`src/sv/hoode_pkg.sv`:
```
`timescale 1ns / 1ps

package hoode_pkg;

    // Geometry and number format
    localparam int AXES       = 3;
    localparam int DATA_WIDTH = 32;
    localparam int FRAC_BITS  = 24;
    localparam int STEP_BITS  = 24;
    localparam int METHOD_W   = 2;
    localparam int CFG_DATA_W = 32;
    localparam int ADDR_W     = 3;
    localparam int REG_IDX_BIT = 2;

    // Stream payload
    localparam int STATE_W = 2 * AXES * DATA_WIDTH;
    localparam int TDATA_W = ((STATE_W + 7) / 8) * 8;

    // Datapath widths
    localparam int OP_W   = DATA_WIDTH + 2;              // multiplier operand
    localparam int PROD_W = STEP_BITS + 1 + OP_W;        // h * operand
    localparam int K_W    = PROD_W - FRAC_BITS;          // rounded slope term
    localparam int ACC_W  = K_W + 3;                     // weighted slope sum

    // Divide-by-six unit
    localparam int DIV_W     = DATA_WIDTH + 4;
    localparam int DIV_BITS  = 9;
    localparam int DIV_STEPS = (DIV_W + DIV_BITS - 1) / DIV_BITS;
    localparam int DIV_PAD   = DIV_STEPS * DIV_BITS;
    localparam int REM_W     = 3;
    localparam logic [REM_W:0] DIVISOR = 4'd6;

    // Register map
    localparam logic REG_METHOD = 1'b0;
    localparam logic REG_STEP   = 1'b1;

    localparam logic [METHOD_W-1:0]  METHOD_EULER    = 2'd0;
    localparam logic [METHOD_W-1:0]  METHOD_MIDPOINT = 2'd1;
    localparam logic [METHOD_W-1:0]  METHOD_RK4      = 2'd2;
    localparam logic [METHOD_W-1:0]  METHOD_RESET    = METHOD_RK4;
    localparam logic [STEP_BITS-1:0] STEP_RESET      = 24'd167772;

    // Input beat kind
    localparam logic MODE_LOAD = 1'b0;
    localparam logic MODE_STEP = 1'b1;

    // Slope terms in the order the lane multiplier produces them
    localparam logic [2:0] K1X = 3'd0;
    localparam logic [2:0] K1V = 3'd1;
    localparam logic [2:0] K2V = 3'd2;
    localparam logic [2:0] K2X = 3'd3;
    localparam logic [2:0] K3X = 3'd4;
    localparam logic [2:0] K3V = 3'd5;
    localparam logic [2:0] K4V = 3'd6;
    localparam logic [2:0] K4X = 3'd7;

    // Accumulation weights
    localparam logic [1:0] W_NONE = 2'd0;
    localparam logic [1:0] W_ONE  = 2'd1;
    localparam logic [1:0] W_TWO  = 2'd2;

    // Control from the sequencer to every lane
    typedef struct packed {
        logic                load;
        logic                start;
        logic                first;
        logic                rnd_valid;
        logic [2:0]          rnd_idx;
        logic [METHOD_W-1:0] method;
        logic                rk4;
        logic                div_load;
        logic                div_step;
        logic                update;
    } lane_ctrl_t;

    typedef struct packed {
        logic [REM_W-1:0]   rem;
        logic [DIV_PAD-1:0] dvd;
    } div_state_t;

    // Weight of slope term idx in the step sum for the given scheme
    function automatic logic [1:0] k_weight(input logic [METHOD_W-1:0] method,
                                            input logic [2:0] idx);
        logic [1:0] w;
        w = W_NONE;
        case (method)
            METHOD_EULER: begin
                if (idx == K1X || idx == K1V) w = W_ONE;
            end
            METHOD_MIDPOINT: begin
                if (idx == K2X || idx == K2V) w = W_ONE;
            end
            default: begin
                if (idx == K1X || idx == K1V || idx == K4X || idx == K4V) w = W_ONE;
                else w = W_TWO;
            end
        endcase
        return w;
    endfunction

    // Position-side slope terms
    function automatic logic k_is_x(input logic [2:0] idx);
        return (idx == K1X || idx == K2X || idx == K3X || idx == K4X);
    endfunction

    // Last slope term a scheme needs
    function automatic logic [2:0] last_k(input logic [METHOD_W-1:0] method);
        logic [2:0] r;
        case (method)
            METHOD_EULER:    r = K1V;
            METHOD_MIDPOINT: r = K2X;
            default:         r = K4X;
        endcase
        return r;
    endfunction

    // DIV_BITS restoring steps of an unsigned divide by six; the quotient
    // bits shift into the bottom as the dividend leaves the top
    function automatic div_state_t div6_step(input div_state_t cur);
        div_state_t nxt;
        logic [REM_W:0] t;
        nxt = cur;
        for (int i = 0; i < DIV_BITS; i++) begin
            t = {nxt.rem, nxt.dvd[DIV_PAD-1]};
            nxt.dvd = {nxt.dvd[DIV_PAD-2:0], 1'b0};
            if (t >= DIVISOR) begin
                nxt.rem    = REM_W'(t - DIVISOR);
                nxt.dvd[0] = 1'b1;
            end else begin
                nxt.rem = t[REM_W-1:0];
            end
        end
        return nxt;
    endfunction

endpackage

```
`src/sv/hoode_ctrl.sv`:
```
`timescale 1ns / 1ps

module hoode_ctrl import hoode_pkg::*; (
    input  logic                aclk,
    input  logic                aresetn,
    input  logic                s_tvalid,
    input  logic                s_mode,
    input  logic [METHOD_W-1:0] method,
    input  logic                out_free,
    output logic                s_tready,
    output logic                out_load,
    output lane_ctrl_t          lane_ctrl
);

    localparam int DIV_CNT_W = (DIV_STEPS > 1) ? $clog2(DIV_STEPS) : 1;
    localparam logic [DIV_CNT_W-1:0] DIV_LAST = DIV_CNT_W'(DIV_STEPS - 1);

    typedef enum logic [2:0] {
        ST_IDLE,
        ST_FIRST,
        ST_ROUND,
        ST_DIV_LOAD,
        ST_DIV_STEP,
        ST_UPDATE,
        ST_SEND
    } state_t;

    state_t               state_reg, state_next;
    logic [2:0]           rnd_cnt_reg, rnd_cnt_next;
    logic [DIV_CNT_W-1:0] div_cnt_reg, div_cnt_next;
    logic                 accept;
    logic                 rk4;

    assign rk4    = (method != METHOD_EULER) && (method != METHOD_MIDPOINT);
    assign accept = s_tvalid && (state_reg == ST_IDLE);

    // Lane control decode
    always_comb begin
        s_tready            = (state_reg == ST_IDLE);
        out_load            = (state_reg == ST_SEND) && out_free;
        lane_ctrl.load      = accept && (s_mode == MODE_LOAD);
        lane_ctrl.start     = accept && (s_mode == MODE_STEP);
        lane_ctrl.first     = (state_reg == ST_FIRST);
        lane_ctrl.rnd_valid = (state_reg == ST_ROUND);
        lane_ctrl.rnd_idx   = rnd_cnt_reg;
        lane_ctrl.method    = method;
        lane_ctrl.rk4       = rk4;
        lane_ctrl.div_load  = (state_reg == ST_DIV_LOAD);
        lane_ctrl.div_step  = (state_reg == ST_DIV_STEP);
        lane_ctrl.update    = (state_reg == ST_UPDATE);
    end

    // Sequencing
    always_comb begin
        state_next   = state_reg;
        rnd_cnt_next = rnd_cnt_reg;
        div_cnt_next = div_cnt_reg;
        unique case (state_reg)
            ST_IDLE: begin
                if (accept) begin
                    if (s_mode == MODE_STEP) state_next = ST_FIRST;
                    else                     state_next = ST_SEND;
                end
            end
            ST_FIRST: begin
                rnd_cnt_next = K1X;
                state_next   = ST_ROUND;
            end
            ST_ROUND: begin
                if (rnd_cnt_reg == last_k(method)) begin
                    state_next = rk4 ? ST_DIV_LOAD : ST_UPDATE;
                end else begin
                    rnd_cnt_next = rnd_cnt_reg + 3'd1;
                end
            end
            ST_DIV_LOAD: begin
                div_cnt_next = '0;
                state_next   = ST_DIV_STEP;
            end
            ST_DIV_STEP: begin
                if (div_cnt_reg == DIV_LAST) state_next = ST_UPDATE;
                else div_cnt_next = div_cnt_reg + DIV_CNT_W'(1);
            end
            ST_UPDATE: begin
                state_next = ST_SEND;
            end
            ST_SEND: begin
                if (out_free) state_next = ST_IDLE;
            end
            default: begin
                state_next = ST_IDLE;
            end
        endcase
    end

    always_ff @(posedge aclk) begin
        if (!aresetn) begin
            state_reg   <= ST_IDLE;
            rnd_cnt_reg <= '0;
            div_cnt_reg <= '0;
        end else begin
            state_reg   <= state_next;
            rnd_cnt_reg <= rnd_cnt_next;
            div_cnt_reg <= div_cnt_next;
        end
    end

endmodule
```
`config.mk`:
```
export PLATFORM = sky130hd
export DESIGN_NAME = hoode_ctrl
export DESIGN_NICKNAME = d
export VERILOG_FILES = /design/src/sv/hoode_pkg.sv /design/src/sv/hoode_ctrl.sv
export SDC_FILE = /design/constraint.sdc
export NUM_CORES = 1
export LEC_CHECK = 0
export BUFFER_PORTS_ARGS = -buffer_cell sky130_fd_sc_hd__buf_2
export CAP_MARGIN = 20
export CORE_AREA = 2 2 43 45
export CTS_CLUSTER_SIZE = 25
export DETAILED_ROUTE_END_ITERATION = 10
export DIE_AREA = 0 0 45 47
export PLACE_DENSITY = 0.67
export SETUP_SLACK_MARGIN = 0.15
export SLEW_MARGIN = 40
export SYNTH_ARGS = -nofsm -noshare
export SYNTH_HDL_FRONTEND = slang
export SYNTH_SLANG_ARGS = --single-unit
```
`constraint.sdc`:
```
create_clock -name aclk -period 4.9 [get_ports aclk]
set_clock_uncertainty 0.15 [all_clocks]
set_input_delay 0.245 -clock aclk [delete_from_list [all_inputs] [get_ports aclk]]
set_output_delay 0.245 -clock aclk [all_outputs]
set_load 0.02 [all_outputs]
```
==> run metrics <==
CTS tree done; CP cell instances and2b_2, nand2b_1, inv_1, buf_2; Initial Util 0.3735; DR vias 606; Clock Tree Root clkbuf_4; PortBufs 21; Post-Syn Instances 77; Post-CTS Setup Inserts 0; Rel. slew slack 0.6607; f_max 0.5403 GHz; Worst setup EP type primary output; Skew-Pair Late Insertion Delay 260 ps; all-layer global routing usage 0.1374; Avg WL per Cell 11.92 um; reg2reg end state_reg[1]$_SDFFE_PN0P_; commonest non-fill, non-tap cell in the layout buf_2; Post-CTS Hold Fix Bufs 0; overall routed net length 1323 um; VDD IR max 0.0003129 V; Synth Area in XOR/XNOR 0.01420; Worst Hold Path EP state_reg[2]$_SDFFE_PN0P_; Post-DP HPWL 1041 um; Netlist cell types 37; top post-synthesis cells by area dfxtp_1, a21oi_1, ha_1, nand3_1, buf_4; status finished, final reports clean; Req. time, crit path 4510 ps; Slowest-stage cell, CP dfxtp_1; leakage power 0.3420 nW; critical path class reg -> out; Final Max Slew Viols 0; pwr/cell area 568.7 nW/um^2; FF-to-FF Start rnd_cnt_reg[0]$_SDFFE_PN0P_; CTS buffer count 3; Post-Synth Adder-Cell Area 0.04057; initial antenna violation count 0; H-tree levels 1; Synth Warn # 0; Cells after DPL 108; number of global-route vias before repair 512; clk buf depth 2; clock sinks 8; Area Overhead vs Synth 14.00%; DRC errors left 0; fin cells 111; RSZ-0062 raised after global routing false; mux cell area share after synthesis 0.01623; GPL Wtd Cong 0.8042; r2r worst-path depth 4; Hold Crit Start aresetn; antenna diode count 0; ANT nets after route 0; synthesized area per cell 8.011 um^2; die area 2115 um^2; post-layout min period 1851 ps; Placement Rows 15; DRT iter0 DRCs 7; nets@finish 105; crit share post-route 0.3777; worst hold path type in -> reg; largest family of logic cells by synthesized area simple AND/OR/NAND/NOR gates; Pre-Repair DR Iteration Count 3; Tightest Pin Transition 503.5 ps; total grt overflow 0; DR vias/cell 5.459; Ports 22; largest net degree at the start of global routing 15; post-synthesis compound-gate area fraction 0.2130; share of synthesized area occupied by flip-flops and latches 0.2596; Mapped Nets 86; Total Neg Setup Slack 0 ps; Yosys top cell area share 0.2596; clk slew on worst S/H paths 60 ps; die width 45 um; Max Cap Violations 0; first-pass GRT wire length 2125 um; startpoint types register; commonest non-fill, non-tap cells in the layout buf_2, dfxtp_1, nor2_1, nand2_1, a21oi_1; Die Span Y 47 um; ratio of cells with drive above 1 in the final layout 0.3191; Core ar. 1652 um^2; crit path DAT 1460 ps; post-cts sizing count 0; final hold vios 0; cell type with the largest total area after synthesis dfxtp_1; worst hold path depth 2; simple-gate share of the synthesized area 0.3185; setup violators final 0; worst-path maximum fanout 14; #FFs+latches synth 8; Max stage delay on crit path 560 ps; Cell Area, Synth 616.8 um^2; r2r setup slk 3170 ps
metal layers:
layer,part of all wire,global-route usage
met1,0.43,0.1667
met2,0.51,0.2343
met3,0.029,0.01154
met4,0.027,0.08824
met5,0,0
area by class of cell:
cell class / count / area, um^2
clock buffers: 3 / 22.52
fillers: 171 / 948.4
inverters: 6 / 22.52
multi-input cells: 56 / 371.6
flip-flops and latches: 8 / 160.2
well taps: 17 / 21.27
repair buffers: 21 / 105.1
logic make-up after synthesis:
family | count (synthesis)
multiplexers | 1
adder cells (fa/ha/maj) | 2
buffers and inverters | 13
flip-flops | 8
AO/OA/AOI/OAI | 18
AND/OR/NAND/NOR | 34
XOR/XNOR | 1
worst max path at each step:
stage                                            from                   endpoint  cells past startpoint
after global routing        state_reg[1]$_SDFFE_PN0P_               lane_ctrl[9]                      3
final                       state_reg[1]$_SDFFE_PN0P_              lane_ctrl[10]                      4
after floorplan             state_reg[2]$_SDFFE_PN0P_              lane_ctrl[12]                      4
after detailed placement  rnd_cnt_reg[0]$_SDFFE_PN0P_  state_reg[1]$_SDFFE_PN0P_                      4
after global placement    rnd_cnt_reg[0]$_SDFFE_PN0P_  state_reg[1]$_SDFFE_PN0P_                      4
after CTS                   state_reg[1]$_SDFFE_PN0P_              lane_ctrl[10]                      4
per-stage QoR:
stage	hold WS (ps)	setup WS [ps]	utilization	total power [mW]	cell area, um^2
after CTS	149.0	3048	0.4258	0.4004	703.2
final	139.1	3049	0.4258	0.3999	703.2
after global routing	169.6	2961	0.4258	0.4297	703.2
after detailed placement	343.1	3177	0.4121	0.3484	680.7
after global placement	326.5	3170	0.4121	0.3441	680.7
after floorplan	216.7	3039	-	0.3123	616.8
where the power goes:
part	total, mW	internal, mW	leakage, nW	switching [mW]
logic	0.214	0.0893	0.263	0.125
registers	0.132	0.0860	0.0653	0.0460
clock network	0.0535	0.0282	0.0138	0.0253
cells in the mapped netlist:
| cell | n |
|---|---|
| inv_2 | 1 |
| buf_6 | 2 |
| o41a_2 | 1 |
| nand3_1 | 5 |
| buf_4 | 3 |
| o22ai_1 | 1 |
| xor2_1 | 1 |
| inv_1 | 5 |
| o31a_1 | 1 |
| a211oi_1 | 1 |
| o21ai_0 | 2 |
| nor3_1 | 2 |
| or4_1 | 1 |
| nor3b_1 | 1 |
| nand3b_1 | 3 |
| a21oi_1 | 6 |
| clkbuf_8 | 1 |
| nand4_1 | 1 |
| dfxtp_1 | 8 |
| mux2i_1 | 1 |
| o21ai_1 | 1 |
| ha_1 | 2 |
| o2111ai_1 | 1 |
| and2_1 | 2 |
| or2_2 | 1 |
| nand4b_1 | 1 |
| or4b_1 | 1 |
| o41ai_2 | 1 |
| and2b_2 | 1 |
| nand2b_4 | 1 |
| nand2_1 | 6 |
| and3_1 | 1 |
| nor2_1 | 6 |
| nand2b_1 | 1 |
| clkbuf_1 | 1 |
| o221a_1 | 1 |
| o211ai_1 | 2 |
critical path, delay by kind of cell, from the launching register on:
family	cells	cell delay (ps)
buf+inv	2	210
simple gates	2	420
flops	1	560
Power figures use the tool's default switching activity.
